[src/sv/scc_pkg.sv]
package scc_pkg;

   localparam int MAX_OBSTACLES = 16;
   localparam int FRAC_BITS     = 8;
   localparam int COORD_W       = 24;
   localparam int RAD_W         = 23;
   localparam int DIFF_W        = COORD_W + 1;
   localparam int MUL_W         = 2 * DIFF_W;
   localparam int PROD_W        = 2 * MUL_W;
   localparam int C_W           = MUL_W + 2;
   localparam int P_W           = MUL_W + 1;
   localparam int E_W           = MUL_W + 3;
   localparam int REM_W         = MUL_W + 3;
   localparam int T_FRAC        = 16;
   localparam int T_W           = T_FRAC + 1;
   localparam int RND_W         = DIFF_W + T_W + 2;
   localparam int IDX_W         = (MAX_OBSTACLES > 1) ? $clog2(MAX_OBSTACLES) : 1;
   localparam int CNT_W         = $clog2(MAX_OBSTACLES + 1);
   localparam int STEP_W        = $clog2(MUL_W + 1);
   localparam int SQRT_STEPS    = MUL_W;

   localparam logic [COORD_W-1:0] FAIL_COORD = COORD_W'(-(1 <<< FRAC_BITS));
   localparam logic [MUL_W-1:0]   SHORT_LIM  = MUL_W'(1) << (2 * FRAC_BITS);
   localparam logic [T_W-1:0]     T_ONE      = T_W'(1) << T_FRAC;

   typedef enum logic [1:0] {
      REQ_ADD   = 2'd0,
      REQ_STEER = 2'd1,
      REQ_CHECK = 2'd2
   } kind_type;

   typedef struct packed {
      logic [1:0]                req_type;
      logic signed [COORD_W-1:0] ax;
      logic signed [COORD_W-1:0] ay;
      logic signed [COORD_W-1:0] bx;
      logic signed [COORD_W-1:0] by;
      logic [RAD_W-1:0]          radius;
   } req_item_type;

   typedef struct packed {
      logic signed [COORD_W-1:0] new_x;
      logic signed [COORD_W-1:0] new_y;
      logic                      steer_failed;
      logic                      path_blocked;
      logic                      table_full;
   } rsp_item_type;

   typedef enum logic [4:0] {
      S_IDLE, S_LOAD, S_ADD, S_DX2, S_DY2, S_SHORT, S_LOOP, S_FETCH,
      S_FX2, S_FY2, S_R2, S_CTEST, S_PX, S_PY, S_PTEST, S_NP2, S_AC,
      S_DTEST, S_SQRT_INIT, S_SQRT, S_DIV_INIT, S_DIV, S_TMIN, S_NEXT,
      S_TX, S_TY, S_RESULT
   } state_type;

   typedef enum logic [3:0] {
      OP_NONE, OP_LOAD, OP_ADD, OP_LOOP_INIT, OP_FETCH, OP_CAPT,
      OP_SET_INSIDE, OP_SQ_INIT, OP_SQ_STEP, OP_DIV_INIT, OP_DIV_STEP,
      OP_TMIN, OP_NEXT, OP_RESULT
   } op_type;

   typedef enum logic [3:0] {
      M_DX2, M_DY2, M_FX2, M_FY2, M_R2, M_PX, M_PY, M_NP2, M_AC, M_TX, M_TY
   } msel_type;

   typedef struct packed {
      op_type   op;
      msel_type msel;
      logic     mul_start;
   } cmd_type;

   typedef struct packed {
      logic is_add;
      logic is_steer;
      logic is_check;
      logic is_short;
      logic c_le0;
      logic p_ge0;
      logic no_hit;
      logic idx_end;
      logic in_circle;
      logic mul_done;
      logic rsp_free;
   } sts_type;

endpackage

[src/sv/segment_circle_steer_check.sv]
// add item: load, add, then result state; unknown request type: load, then result state
// check and steer: squared length, then per stored obstacle up to 7 products of the
// shared 50-step serial multiplier, a 50-step square root and a 17-step divide;
// the result state waits for a free result register; one item in flight at a time
// reset clears the controller, the obstacle count and the result valid;
// obstacle table contents stay undefined until written
module segment_circle_steer_check import scc_pkg::*; (
   input  logic         clock,
   input  logic         reset,
   input  logic         req_valid,
   output logic         req_stall,
   input  req_item_type req_data,
   output logic         rsp_valid,
   input  logic         rsp_stall,
   output rsp_item_type rsp_data
);

   cmd_type cmd;
   sts_type sts;

   scc_ctrl u_ctrl (
      .clock     (clock),
      .reset     (reset),
      .req_valid (req_valid),
      .sts       (sts),
      .req_stall (req_stall),
      .cmd       (cmd)
   );

   scc_datapath u_dp (
      .clock     (clock),
      .reset     (reset),
      .cmd       (cmd),
      .req_data  (req_data),
      .rsp_stall (rsp_stall),
      .sts       (sts),
      .rsp_valid (rsp_valid),
      .rsp_data  (rsp_data)
   );

endmodule

[src/sv/scc_mul.sv]
module scc_mul import scc_pkg::*; (
   input  logic              clock,
   input  logic              reset,
   input  logic              start,
   input  logic [MUL_W-1:0]  op_a,
   input  logic [MUL_W-1:0]  op_b,
   output logic              done,
   output logic [PROD_W-1:0] prod
);

   logic              busy_ff;
   logic              done_ff;
   logic [STEP_W-1:0] cnt_ff;
   logic [PROD_W-1:0] acc_ff;
   logic [PROD_W-1:0] mcand_ff;
   logic [MUL_W-1:0]  mplier_ff;

   always_ff @(posedge clock) begin
      if (reset) begin
         busy_ff <= 1'b0;
         done_ff <= 1'b0;
      end else begin
         done_ff <= !start && busy_ff && cnt_ff == STEP_W'(MUL_W - 1);
         if (start) begin
            busy_ff <= 1'b1;
         end else if (busy_ff && cnt_ff == STEP_W'(MUL_W - 1)) begin
            busy_ff <= 1'b0;
         end
      end
   end

   // one multiplier bit per cycle, shift and add
   always_ff @(posedge clock) begin
      if (start) begin
         acc_ff    <= '0;
         mcand_ff  <= PROD_W'(op_a);
         mplier_ff <= op_b;
         cnt_ff    <= '0;
      end else if (busy_ff) begin
         if (mplier_ff[0]) begin
            acc_ff <= acc_ff + mcand_ff;
         end
         mcand_ff  <= mcand_ff << 1;
         mplier_ff <= mplier_ff >> 1;
         cnt_ff    <= cnt_ff + STEP_W'(1);
      end
   end

   assign done = done_ff;
   assign prod = acc_ff;

endmodule

[src/sv/scc_datapath.sv]
module scc_datapath import scc_pkg::*; (
   input  logic         clock,
   input  logic         reset,
   input  cmd_type      cmd,
   input  req_item_type req_data,
   input  logic         rsp_stall,
   output sts_type      sts,
   output logic         rsp_valid,
   output rsp_item_type rsp_data
);

   function automatic logic [DIFF_W-1:0] mag(input logic signed [DIFF_W-1:0] v);
      return v[DIFF_W-1] ? DIFF_W'(-v) : DIFF_W'(v);
   endfunction

   logic [1:0]                kind_ff;
   logic signed [COORD_W-1:0] ax_ff, ay_ff;
   logic [RAD_W-1:0]          radius_ff;
   logic signed [DIFF_W-1:0]  dx_ff, dy_ff, fx_ff, fy_ff;
   logic [RAD_W-1:0]          r_ff;
   logic [MUL_W-1:0]          a_ff;
   logic [CNT_W-1:0]          count_ff, idx_ff;
   logic signed [C_W-1:0]     c_ff;
   logic signed [P_W-1:0]     p_ff;
   logic [PROD_W-1:0]         np2_ff, ac_ff, rad_ff;
   logic [REM_W-1:0]          srem_ff;
   logic [MUL_W-1:0]          root_ff;
   logic [MUL_W:0]            drem_ff;
   logic [T_W-1:0]            q_ff, tmin_ff;
   logic [COORD_W-1:0]        nx_ff, ny_ff;
   logic                      short_ff, inside_ff, hit_ff, full_ff;
   logic                      rsp_valid_ff;
   rsp_item_type              rsp_ff;
   rsp_item_type              rsp_in;

   logic signed [COORD_W-1:0] cx_mem [MAX_OBSTACLES];
   logic signed [COORD_W-1:0] cy_mem [MAX_OBSTACLES];
   logic [RAD_W-1:0]          r_mem  [MAX_OBSTACLES];

   logic [MUL_W-1:0]          mul_a, mul_b;
   logic                      mul_done;
   logic [PROD_W-1:0]         prod;
   logic                      prod_neg;
   logic signed [P_W-1:0]     pterm;
   logic signed [RND_W-1:0]   rterm, rsum;
   logic [COORD_W-1:0]        rstep;
   logic [MUL_W-1:0]          np;
   logic [PROD_W-1:0]         disc;
   logic signed [E_W-1:0]     e_val;
   logic [REM_W-1:0]          rem_sh, trial;
   logic [MUL_W:0]            dsh, d0, a_ext;
   logic [T_W-1:0]            q_sat;
   logic                      full_now;

   scc_mul u_mul (
      .clock (clock),
      .reset (reset),
      .start (cmd.mul_start),
      .op_a  (mul_a),
      .op_b  (mul_b),
      .done  (mul_done),
      .prod  (prod)
   );

   always_comb begin
      mul_a    = '0;
      mul_b    = '0;
      prod_neg = 1'b0;
      case (cmd.msel)
         M_DX2:   begin mul_a = MUL_W'(mag(dx_ff)); mul_b = MUL_W'(mag(dx_ff)); end
         M_DY2:   begin mul_a = MUL_W'(mag(dy_ff)); mul_b = MUL_W'(mag(dy_ff)); end
         M_FX2:   begin mul_a = MUL_W'(mag(fx_ff)); mul_b = MUL_W'(mag(fx_ff)); end
         M_FY2:   begin mul_a = MUL_W'(mag(fy_ff)); mul_b = MUL_W'(mag(fy_ff)); end
         M_R2:    begin mul_a = MUL_W'(r_ff); mul_b = MUL_W'(r_ff); end
         M_PX: begin
            mul_a    = MUL_W'(mag(fx_ff));
            mul_b    = MUL_W'(mag(dx_ff));
            prod_neg = fx_ff[DIFF_W-1] ^ dx_ff[DIFF_W-1];
         end
         M_PY: begin
            mul_a    = MUL_W'(mag(fy_ff));
            mul_b    = MUL_W'(mag(dy_ff));
            prod_neg = fy_ff[DIFF_W-1] ^ dy_ff[DIFF_W-1];
         end
         M_NP2:   begin mul_a = np; mul_b = np; end
         M_AC:    begin mul_a = a_ff; mul_b = c_ff[MUL_W-1:0]; end
         M_TX: begin
            mul_a    = MUL_W'(mag(dx_ff));
            mul_b    = MUL_W'(tmin_ff);
            prod_neg = dx_ff[DIFF_W-1];
         end
         M_TY: begin
            mul_a    = MUL_W'(mag(dy_ff));
            mul_b    = MUL_W'(tmin_ff);
            prod_neg = dy_ff[DIFF_W-1];
         end
         default: begin mul_a = '0; mul_b = '0; end
      endcase
   end

   always_comb begin
      pterm  = signed'({1'b0, prod[MUL_W-1:0]});
      if (prod_neg) pterm = -pterm;
      rterm  = signed'({1'b0, prod[RND_W-2:0]});
      if (prod_neg) rterm = -rterm;
      // round half up, then floor by the arithmetic shift
      rsum   = (rterm + RND_W'(1 <<< (T_FRAC - 1))) >>> T_FRAC;
      rstep  = rsum[COORD_W-1:0];
      np     = MUL_W'(-p_ff);
      disc   = np2_ff - ac_ff;
      e_val  = (E_W'(p_ff) <<< 1) + signed'({3'b000, a_ff}) + E_W'(c_ff);
      rem_sh = {srem_ff[REM_W-3:0], rad_ff[PROD_W-1 -: 2]};
      trial  = {1'b0, root_ff, 2'b01};
      a_ext  = {1'b0, a_ff};
      dsh    = {drem_ff[MUL_W-1:0], 1'b0};
      d0     = {1'b0, np - root_ff};
      q_sat  = (q_ff > T_ONE) ? T_ONE : q_ff;
      full_now = count_ff >= CNT_W'(MAX_OBSTACLES);
   end

   always_comb begin
      rsp_in = '0;
      case (kind_ff)
         REQ_ADD: rsp_in.table_full = full_ff;
         REQ_STEER: begin
            if (short_ff || inside_ff) begin
               rsp_in.steer_failed = 1'b1;
               rsp_in.new_x        = FAIL_COORD;
               rsp_in.new_y        = FAIL_COORD;
            end else begin
               rsp_in.new_x = nx_ff;
               rsp_in.new_y = ny_ff;
            end
         end
         REQ_CHECK: rsp_in.path_blocked = !short_ff && (inside_ff || hit_ff);
         default:   rsp_in.table_full   = 1'b0;
      endcase
   end

   always_ff @(posedge clock) begin
      if (reset) begin
         count_ff     <= '0;
         rsp_valid_ff <= 1'b0;
      end else begin
         if (cmd.op == OP_ADD && !full_now) begin
            count_ff <= count_ff + CNT_W'(1);
         end
         if (cmd.op == OP_RESULT) begin
            rsp_valid_ff <= 1'b1;
         end else if (!rsp_stall) begin
            rsp_valid_ff <= 1'b0;
         end
      end
   end

   always_ff @(posedge clock) begin
      case (cmd.op)
         OP_LOAD: begin
            kind_ff   <= req_data.req_type;
            ax_ff     <= req_data.ax;
            ay_ff     <= req_data.ay;
            radius_ff <= req_data.radius;
            dx_ff     <= DIFF_W'(req_data.bx) - DIFF_W'(req_data.ax);
            dy_ff     <= DIFF_W'(req_data.by) - DIFF_W'(req_data.ay);
         end
         OP_ADD: begin
            full_ff <= full_now;
            if (!full_now) begin
               cx_mem[count_ff[IDX_W-1:0]] <= ax_ff;
               cy_mem[count_ff[IDX_W-1:0]] <= ay_ff;
               r_mem[count_ff[IDX_W-1:0]]  <= radius_ff;
            end
         end
         OP_LOOP_INIT: begin
            idx_ff    <= '0;
            inside_ff <= 1'b0;
            hit_ff    <= 1'b0;
            tmin_ff   <= T_ONE;
            short_ff  <= a_ff <= SHORT_LIM;
         end
         OP_FETCH: begin
            fx_ff <= DIFF_W'(ax_ff) - DIFF_W'(cx_mem[idx_ff[IDX_W-1:0]]);
            fy_ff <= DIFF_W'(ay_ff) - DIFF_W'(cy_mem[idx_ff[IDX_W-1:0]]);
            r_ff  <= r_mem[idx_ff[IDX_W-1:0]];
         end
         OP_CAPT: begin
            case (cmd.msel)
               M_DX2:   a_ff   <= prod[MUL_W-1:0];
               M_DY2:   a_ff   <= a_ff + prod[MUL_W-1:0];
               M_FX2:   c_ff   <= signed'({2'b00, prod[MUL_W-1:0]});
               M_FY2:   c_ff   <= c_ff + signed'({2'b00, prod[MUL_W-1:0]});
               M_R2:    c_ff   <= c_ff - signed'({2'b00, prod[MUL_W-1:0]});
               M_PX:    p_ff   <= pterm;
               M_PY:    p_ff   <= p_ff + pterm;
               M_NP2:   np2_ff <= prod;
               M_AC:    ac_ff  <= prod;
               M_TX:    nx_ff  <= ax_ff + rstep;
               M_TY:    ny_ff  <= ay_ff + rstep;
               default: a_ff   <= a_ff;
            endcase
         end
         OP_SET_INSIDE: inside_ff <= 1'b1;
         OP_SQ_INIT: begin
            rad_ff  <= disc;
            srem_ff <= '0;
            root_ff <= '0;
         end
         OP_SQ_STEP: begin
            rad_ff <= rad_ff << 2;
            if (rem_sh >= trial) begin
               srem_ff <= rem_sh - trial;
               root_ff <= {root_ff[MUL_W-2:0], 1'b1};
            end else begin
               srem_ff <= rem_sh;
               root_ff <= {root_ff[MUL_W-2:0], 1'b0};
            end
         end
         OP_DIV_INIT: begin
            if (d0 >= a_ext) begin
               drem_ff <= d0 - a_ext;
               q_ff    <= T_W'(1);
            end else begin
               drem_ff <= d0;
               q_ff    <= '0;
            end
         end
         OP_DIV_STEP: begin
            if (dsh >= a_ext) begin
               drem_ff <= dsh - a_ext;
               q_ff    <= {q_ff[T_W-2:0], 1'b1};
            end else begin
               drem_ff <= dsh;
               q_ff    <= {q_ff[T_W-2:0], 1'b0};
            end
         end
         OP_TMIN: begin
            hit_ff <= 1'b1;
            if (q_sat < tmin_ff) tmin_ff <= q_sat;
         end
         OP_NEXT:   idx_ff <= idx_ff + CNT_W'(1);
         OP_RESULT: rsp_ff <= rsp_in;
         default:   idx_ff <= idx_ff;
      endcase
   end

   always_comb begin
      sts.is_add    = kind_ff == REQ_ADD;
      sts.is_steer  = kind_ff == REQ_STEER;
      sts.is_check  = kind_ff == REQ_CHECK;
      sts.is_short  = a_ff <= SHORT_LIM;
      sts.c_le0     = c_ff <= 0;
      sts.p_ge0     = !p_ff[P_W-1];
      // tangent or entry beyond the end point counts as a miss
      sts.no_hit    = (np2_ff <= ac_ff) || !((np < a_ff) || (e_val < 0));
      sts.idx_end   = idx_ff == count_ff;
      sts.in_circle = inside_ff;
      sts.mul_done  = mul_done;
      sts.rsp_free  = !rsp_valid_ff || !rsp_stall;
   end

   assign rsp_valid = rsp_valid_ff;
   assign rsp_data  = rsp_ff;

endmodule

[src/sv/scc_ctrl.sv]
module scc_ctrl import scc_pkg::*; (
   input  logic    clock,
   input  logic    reset,
   input  logic    req_valid,
   input  sts_type sts,
   output logic    req_stall,
   output cmd_type cmd
);

   state_type         state_ff, state_in;
   logic              launched_ff, launched_in;
   logic [STEP_W-1:0] cnt_ff, cnt_in;
   logic              is_mul;
   msel_type          msel;
   state_type         after_mul;

   // which product each multiply state forms and where it goes next
   always_comb begin
      is_mul    = 1'b1;
      msel      = M_DX2;
      after_mul = S_IDLE;
      case (state_ff)
         S_DX2:   begin msel = M_DX2; after_mul = S_DY2;   end
         S_DY2:   begin msel = M_DY2; after_mul = S_SHORT; end
         S_FX2:   begin msel = M_FX2; after_mul = S_FY2;   end
         S_FY2:   begin msel = M_FY2; after_mul = S_R2;    end
         S_R2:    begin msel = M_R2;  after_mul = S_CTEST; end
         S_PX:    begin msel = M_PX;  after_mul = S_PY;    end
         S_PY:    begin msel = M_PY;  after_mul = S_PTEST; end
         S_NP2:   begin msel = M_NP2; after_mul = S_AC;    end
         S_AC:    begin msel = M_AC;  after_mul = S_DTEST; end
         S_TX:    begin msel = M_TX;  after_mul = S_TY;    end
         S_TY:    begin msel = M_TY;  after_mul = S_RESULT; end
         default: is_mul = 1'b0;
      endcase
   end

   always_comb begin
      state_in = state_ff;
      cnt_in   = cnt_ff;
      case (state_ff)
         S_IDLE: if (req_valid) state_in = S_LOAD;
         S_LOAD: begin
            if (sts.is_add) state_in = S_ADD;
            else if (sts.is_steer || sts.is_check) state_in = S_DX2;
            else state_in = S_RESULT;
         end
         S_ADD:   state_in = S_RESULT;
         S_SHORT: state_in = sts.is_short ? S_RESULT : S_LOOP;
         S_LOOP: begin
            if (!sts.idx_end) state_in = S_FETCH;
            else if (sts.is_steer && !sts.in_circle) state_in = S_TX;
            else state_in = S_RESULT;
         end
         S_FETCH:     state_in = S_FX2;
         S_CTEST:     state_in = sts.c_le0 ? S_NEXT : S_PX;
         S_PTEST:     state_in = sts.p_ge0 ? S_NEXT : S_NP2;
         S_DTEST:     state_in = sts.no_hit ? S_NEXT : S_SQRT_INIT;
         S_SQRT_INIT: begin
            state_in = S_SQRT;
            cnt_in   = '0;
         end
         S_SQRT: begin
            if (cnt_ff == STEP_W'(SQRT_STEPS - 1)) state_in = S_DIV_INIT;
            cnt_in = cnt_ff + STEP_W'(1);
         end
         S_DIV_INIT: begin
            state_in = S_DIV;
            cnt_in   = '0;
         end
         S_DIV: begin
            if (cnt_ff == STEP_W'(T_FRAC - 1)) state_in = S_TMIN;
            cnt_in = cnt_ff + STEP_W'(1);
         end
         S_TMIN:   state_in = S_NEXT;
         S_NEXT:   state_in = S_LOOP;
         S_RESULT: if (sts.rsp_free) state_in = S_IDLE;
         default: begin
            if (is_mul && launched_ff && sts.mul_done) state_in = after_mul;
         end
      endcase
   end

   always_comb begin
      cmd.op        = OP_NONE;
      cmd.msel      = msel;
      cmd.mul_start = 1'b0;
      req_stall     = 1'b1;
      launched_in   = 1'b0;
      case (state_ff)
         S_IDLE: begin
            req_stall = 1'b0;
            if (req_valid) cmd.op = OP_LOAD;
         end
         S_ADD:       cmd.op = OP_ADD;
         S_SHORT:     cmd.op = OP_LOOP_INIT;
         S_FETCH:     cmd.op = OP_FETCH;
         S_CTEST:     if (sts.c_le0) cmd.op = OP_SET_INSIDE;
         S_SQRT_INIT: cmd.op = OP_SQ_INIT;
         S_SQRT:      cmd.op = OP_SQ_STEP;
         S_DIV_INIT:  cmd.op = OP_DIV_INIT;
         S_DIV:       cmd.op = OP_DIV_STEP;
         S_TMIN:      cmd.op = OP_TMIN;
         S_NEXT:      cmd.op = OP_NEXT;
         S_RESULT:    if (sts.rsp_free) cmd.op = OP_RESULT;
         default: begin
            if (is_mul) begin
               if (!launched_ff) begin
                  cmd.mul_start = 1'b1;
                  launched_in   = 1'b1;
               end else if (sts.mul_done) begin
                  cmd.op = OP_CAPT;
               end else begin
                  launched_in = 1'b1;
               end
            end
         end
      endcase
   end

   always_ff @(posedge clock) begin
      if (reset) begin
         state_ff    <= S_IDLE;
         launched_ff <= 1'b0;
         cnt_ff      <= '0;
      end else begin
         state_ff    <= state_in;
         launched_ff <= launched_in;
         cnt_ff      <= cnt_in;
      end
   end

endmodule

[config.mk]
export PLATFORM = sky130hd
export DESIGN_NAME = segment_circle_steer_check
export DESIGN_NICKNAME = d
export VERILOG_FILES = /design/src/sv/scc_pkg.sv /design/src/sv/segment_circle_steer_check.sv /design/src/sv/scc_mul.sv /design/src/sv/scc_datapath.sv /design/src/sv/scc_ctrl.sv
export SDC_FILE = /design/constraint.sdc
export NUM_CORES = 2
export LEC_CHECK = 0
export BUFFER_PORTS_ARGS = -buffer_cell sky130_fd_sc_hd__buf_2
export CORE_AREA = 2 2 591 593
export DETAILED_ROUTE_END_ITERATION = 10
export DIE_AREA = 0 0 593 595
export GPL_ROUTABILITY_DRIVEN = 1
export PLACE_DENSITY = 0.65
export SLEW_MARGIN = 30
export SYNTH_ARGS = -nofsm -noshare
export SYNTH_HDL_FRONTEND = slang
export SYNTH_SLANG_ARGS = --single-unit
[constraint.sdc]
create_clock -name clock -period 13 [get_ports clock]
set_clock_uncertainty 0.2 [all_clocks]
set_input_delay 2.6 -clock clock [delete_from_list [all_inputs] [get_ports clock]]
set_output_delay 2.6 -clock clock [all_outputs]
set_load 0.05 [all_outputs]
Word level (Yosys, flattened, before mapping)
Memories as Yosys holds them, arrays and structs flattened. A register that Yosys moved wholly into a read port is not among the register bits.
Cells that the tools add are included.
- bits in registers: 1195
- memory bits (writable): 1136
- input port bits: 125
- output and inout bits: 53
- logic and storage cells: 288
- memories kept: 3
- memory list (memory ; depth ; width ; read ports ; clocked after Yosys merged registers in ; wr ports ; line ; text):
    u_dp.cx_mem ; 16 ; 24 ; 1 ; 1 ; 1 ; scc_datapath.sv:36 ; logic signed [COORD_W-1:0] cx_mem [MAX_OBSTACLES];
    u_dp.cy_mem ; 16 ; 24 ; 1 ; 1 ; 1 ; scc_datapath.sv:37 ; logic signed [COORD_W-1:0] cy_mem [MAX_OBSTACLES];
    u_dp.r_mem ; 16 ; 23 ; 1 ; 1 ; 1 ; scc_datapath.sv:38 ; logic [RAD_W-1:0] r_mem [MAX_OBSTACLES];
- add/subtract/negate cells: 30
- $lt $le $gt $ge: 11
- equal/unequal tests: 61
- mux-type cells: 75
- bitwise operators: 4
- reduce and logical (&&, ||, !) cells: 59
- operators by type and width (operator ; number):
    50-bit one-hot mux with 8 select lines ; 1
    50-bit one-hot mux with 7 select lines ; 1
    50-bit two-way mux ; 6
    50-bit one-hot mux with 2 select lines ; 3
    51-bit one-hot mux with 2 select lines ; 2
    100-bit one-hot mux with 2 select lines ; 1
    52-bit one-hot mux with 3 select lines ; 1
    50-bit subtractor ; 3
    51-bit two-way mux ; 2
    100-bit adder ; 1
    100-bit <= comparator ; 1
    25-bit two-way mux ; 4
    25-bit negator ; 4
    100-bit subtractor ; 1
    24-bit by 24-bit subtractor with 25-bit output ; 4
    5-bit one-hot mux with 16 select lines ; 1
    17-bit one-hot mux with 2 select lines ; 2
    5-bit == test, second input constant ; 11
    5-bit two-way mux ; 11
    5-bit one-hot mux with 11 select lines ; 1
    52-bit by 51-bit adder with 53-bit output ; 1
    53-bit by 52-bit adder with 53-bit output ; 1
    53-bit by 52-bit greater-or-equal comparator with 1-bit output ; 1
    53-bit by 1-bit < comparator with 1-bit output, second input constant ; 1
    65 further kinds ; 175

Longest topological paths before layout
- depth in word-level cells: 8
- depth in mapped cells: 38

Hierarchy
A second synthesis with hierarchy kept.
- cell total of the unflattened synthesis: 12284
- area, all modules: 137679.5 um2
- by module, submodules not included (module ; times used ; cells each ; area each (um2) ; seq. area each (um2)):
    scc_datapath ; 1 ; 10253 ; 120261.6 ; 62600.0
    scc_mul ; 1 ; 1831 ; 16070.4 ; 6165.9
    scc_ctrl ; 1 ; 200 ; 1347.5 ; 240.2

Worst setup path after synthesis
No wires, ideal clock.
- path kind: in2reg
- start point: input rsp_stall
- end point: register u_dp.drem_ff[0], enable pin
- arrival time: 10.108 ns
- required time: 12.225 ns
- path slack: 2.118 ns
- cell stages on the path: 4
- buffers on the path: 0
- path through: a21oi_1 > nand3b_1 > xor2_1 > nor3_1
- cells in the longest elaborated chain, start to end: 6
- ends and longest elaborated chain (element ; line ; text):
    start: declaration ; segment_circle_steer_check.sv:14 ; input logic rsp_stall,
    1-bit logical NOT (*) ; n/a ;
    1-bit logical OR (*) ; scc_datapath.sv:258 ; sts.rsp_free = !rsp_valid_ff || !rsp_stall;
    4-bit two-way mux (*) ; scc_ctrl.sv:105 ; S_RESULT: if (sts.rsp_free) cmd.op = OP_RESULT;
    4-bit one-hot mux with 12 select lines (*) ; scc_ctrl.sv:90 ; case (state_ff)
    4-bit == test ; scc_datapath.sv:157 ; case (cmd.op)
    2-bit nonzero test (no line) (*) ; n/a ;
    end signal: assignment ; scc_datapath.sv:220 ; drem_ff <= d0 - a_ext;
    end signal: assignment ; scc_datapath.sv:229 ; drem_ff <= dsh - a_ext;
    end signal: assignment ; scc_datapath.sv:232 ; drem_ff <= dsh;
    end: declaration ; scc_datapath.sv:28 ; logic [MUL_W:0] drem_ff;
Mark *: on every way between the ends. The rest lies on a longest branch, timed or not.
A chain may end at the register's enable or synchronous reset.

Worst setup path after layout
- start point: register u_dp.p_ff[0]
- end point: register u_dp.drem_ff[15], data pin
- cells in the longest elaborated chain, start to end: 5
- ends and longest elaborated chain (element ; line ; text):
    start: declaration ; scc_datapath.sv:24 ; logic signed [P_W-1:0] p_ff;
    start signal: assignment ; scc_datapath.sv:193 ; M_PX: p_ff <= pterm;
    start signal: assignment ; scc_datapath.sv:194 ; M_PY: p_ff <= p_ff + pterm;
    50-bit negator (*) ; scc_datapath.sv:109 ; np = MUL_W'(-p_ff);
    50-bit subtractor (*) ; scc_datapath.sv:116 ; d0 = {1'b0, np - root_ff};
    50-bit subtractor / 50-bit greater-or-equal comparator (equally long branches) ; scc_datapath.sv:220, scc_datapath.sv:219 ;
    50-bit two-way mux (*) ; scc_datapath.sv:219 ; if (d0 >= a_ext) begin
    50-bit one-hot mux with 2 select lines (*) ; scc_datapath.sv:157 ;
Marked as above.

==> results.tsv <==
stage	metric	value	unit
worst_setup_path	CP max stage delay	570	ps
route	wire per inst	24.6	um
clock_network	clk sinks	2358	
yosys	Synth Instances	11886	
final_layout	fraction of layout instances using a drive strength above 1	0.0975	
timing	RSZ-0062 raised after global routing	false	
final_layout	most frequent cells in the layout	2178 x edfxtp_1, 1077 x a21oi_1, 966 x nand2_1, 938 x nor2_1, 828 x ha_1	
worst_setup_path	Setup crit end kind	register	
worst_setup_path	CP Launch Type	register	
worst_setup_path	Max FO, Critical Path	88	
route	# DRC	0	
grt	Overall Global Routing Usage	0.228	
timing	Hold Violations, Final	0	
clock_network	Post-CTS Setup Bufs	0	
route	DR vias/cell	5.79	
floorplanning	die area	353000	sq um
yosys	ranking of synthesized cells by area	edfxtp_1 49%, ha_1 7.7%, mux4_2 4.8%	
grt	first-pass GRT wire length	603000	um
final_layout	Area growth syn-to-layout	11.2	%
yosys	Synth async-reset ratio	0	
final_layout	fin nets	12980	
clock_network	post-CTS resize count	0	
worst_setup_path	Worst Path Buf+Inv	2	
timing	WHS	284	ps
grt	pin count of the biggest net entering global routing	138	
pwr	leakage power	56.9	nW
yosys	Seq cells post-synth	2358	
hold_path	worst hold path type	reg2reg	
yosys	syn_nets	12903	
floorplanning	Die Height	595	um
route	DR iter-0 viols	10969	
timing	Setup-failing EPs final	0	
yosys	Ys Warns	0	
placement	Place WS	3600	ps
worst_setup_path	critical path's top delay family	compound AO/OA/AOI/OAI gates	
floorplanning	Cell Rows	217	
pwr	worst vdd rail ir drop	0.160	mV
worst_setup_path	Crit path required time	13390	ps
worst_setup_path	Critical-path top delay cell	edfxtp_1	
placement	DP Cell Count	16293	
yosys	top_reg_cell synth	edfxtp_1	
yosys	Mapped Area	135000	sq um
route	Routed Antenna Nets	0	
timing	post-route clock period utilization	0.735	
run	max-cap check violation count	0	
route	drt total wl	413000	um
pwr	pwr dens	173	nW/um^2
yosys	Synth area leader	edfxtp_1	
timing	Worst Tran Pin Value	1170	ps
timing	min Tclk post-route	9550	ps
worst_setup_path	critical path arrival	9940	ps
route	Pre-antenna DRT Iters	8	
clock_network	CTS Hold Bufs	0	
grt	initial antenna violation count	15	
timing	Fin Setup TNS	0	ps
floorplanning	Core ar.	347000	sq um
clock_network	CTS tree	built	
timing	Worst slew margin	0.211	
clock_network	clk root buf	clkbuf_16	
timing	Fmax	105	MHz
clock_network	CTS Buffer Depth	4	
yosys	sequential-to-total area share from yosys stat	0.513	
final_layout	Non-Filler Instances	16772	
yosys	Post-synth EDFFs	2178	
clock_network	Clock Latency Late Sink	930	ps
floorplanning	die width	593	um
timing	Slew Limit Fails	0	
status	outcome	finished clean	
floorplanning	I/O pins	178	
timing	Setup WS post-layout	3450	ps
yosys	Cell variety after synth	106	
placement	I/O Buffers	177	
clock_network	H-tree Lvls	5	
floorplanning	Initial Util	0.388	
yosys	Synth top area share	0.486	
placement	routability congestion estimate	0.992	
yosys	Mean Syn Cell Area	11.3	sq um
grt	vias in the first global route	91604	
placement	placed wire-length estimate	296000	um
route	Via Count	97044	
final_layout	final core occ	0.431	
grt	GRT overflow	0	
worst_setup_path	CP most frequent cell	a21oi_1	
clock_network	Worst-path clk slew	60	ps
clock_network	CTS Buf Count	267	
worst_setup_path	Worst Path Class, Setup	reg2reg	
final_layout	commonest non-fill, non-tap cell in the layout	edfxtp_1	
==> where the power goes <==
group	switching (W)	internal, W
Clock	0.00320	0.00439
Sequential	0.000633	0.00932
Combinational	0.00542	0.00296
==> registers in the layout, summed over array words and instances, names as in the netlist, 51 cells and up, named ones only <==
register,cells
u_dp.srem_ff,51
u_dp.r_mem,368
u_dp.p_ff,51
u_dp.ac_ff,100
u_dp.rad_ff,100
u_dp.cy_mem,384
u_dp.np2_ff,100
u_dp.rsp_data,51
u_dp.u_mul.prod,100
u_dp.c_ff,52
u_dp.cx_mem,384
u_dp.u_mul.mcand_ff,100
==> Yosys cell counts (all sizes together) (103+ instances only) <==
library cell	count
mux4	287
mux2i	190
a21oi	1085
o21bai	109
inv	553
ha	829
nand3	174
nand4	145
o21ai	684
clkbuf	436
dfxtp	180
nor2b	144
xnor2	515
nand2	971
a21o	429
nor2	962
nor3	153
and2	103
nand2b	128
xor2	354
a211oi	105
edfxtp	2178
==> metal layers <==
metal  vias up  GRT usage  part of all wire  wire length, um
li1      44515          -                 -                -
met2      4336      0.358              0.45           186000
met4        10     0.0897             0.045            18600
met1     47404      0.313              0.42           174000
met5         -          0           0.00016               68
met3       779     0.0370             0.085            35300
==> worst register-to-register path, delay by kind of cell (launching register included) <==
kind	cells	cell delay, ps
xor+xnor	2	440
simple gates	9	2500
buf+inv	2	520
flops	1	570
fa+ha+maj	3	940
compound gates	20	4110
==> through the flow <==
step	instance area [sq um]	power, W
final	150000	0.0259
after global routing	150000	0.0270
after CTS	150000	0.0259
after detailed placement	141000	0.0183
after global placement	141000	0.0182
after floorplan	135000	0.0157
==> final cells by class <==
class | count | area [sq um]
clock buffer | 330 | 7130
multi-input combinational | 8443 | 61900
antenna | 3 | 7.51
inverter | 555 | 2080
clock inverter | 146 | 1580
timing repair buffer | 338 | 2160
tap | 4599 | 5750
fill | 31966 | 198000
sequential | 2358 | 69000
==> logic make-up after synthesis <==
group | Yosys count | share of synthesized area
DFF | 2358 | 0.513
adders and majority gates | 892 | 0.0864
muxes | 503 | 0.0643
AOI/OAI and AO/OA | 3094 | 0.143
xor gates and xnor gates | 869 | 0.0565
buffers and inverters | 1085 | 0.0307
and+or+nand+nor | 3085 | 0.106
==> final timing paths <==
| path | start | to | slack (ps) | depth (start not counted) |
|---|---|---|---|---|
| worst min register to register | u_dp.u_mul.prod[88]$_SDFFE_PP0P_ | u_dp.np2_ff[88]$_DFFE_PP_ | 280 | 0 |
| worst max register to register | u_dp.p_ff[0]$_DFFE_PP_ | u_dp.drem_ff[15]$_DFFE_PP_ | 3450 | 36 |
| worst max-delay path | u_dp.p_ff[0]$_DFFE_PP_ | u_dp.drem_ff[15]$_DFFE_PP_ | 3450 | 36 |
| worst min-delay path | u_dp.u_mul.prod[88]$_SDFFE_PP0P_ | u_dp.np2_ff[88]$_DFFE_PP_ | 280 | 0 |
(Power assumes the default switching activity.)
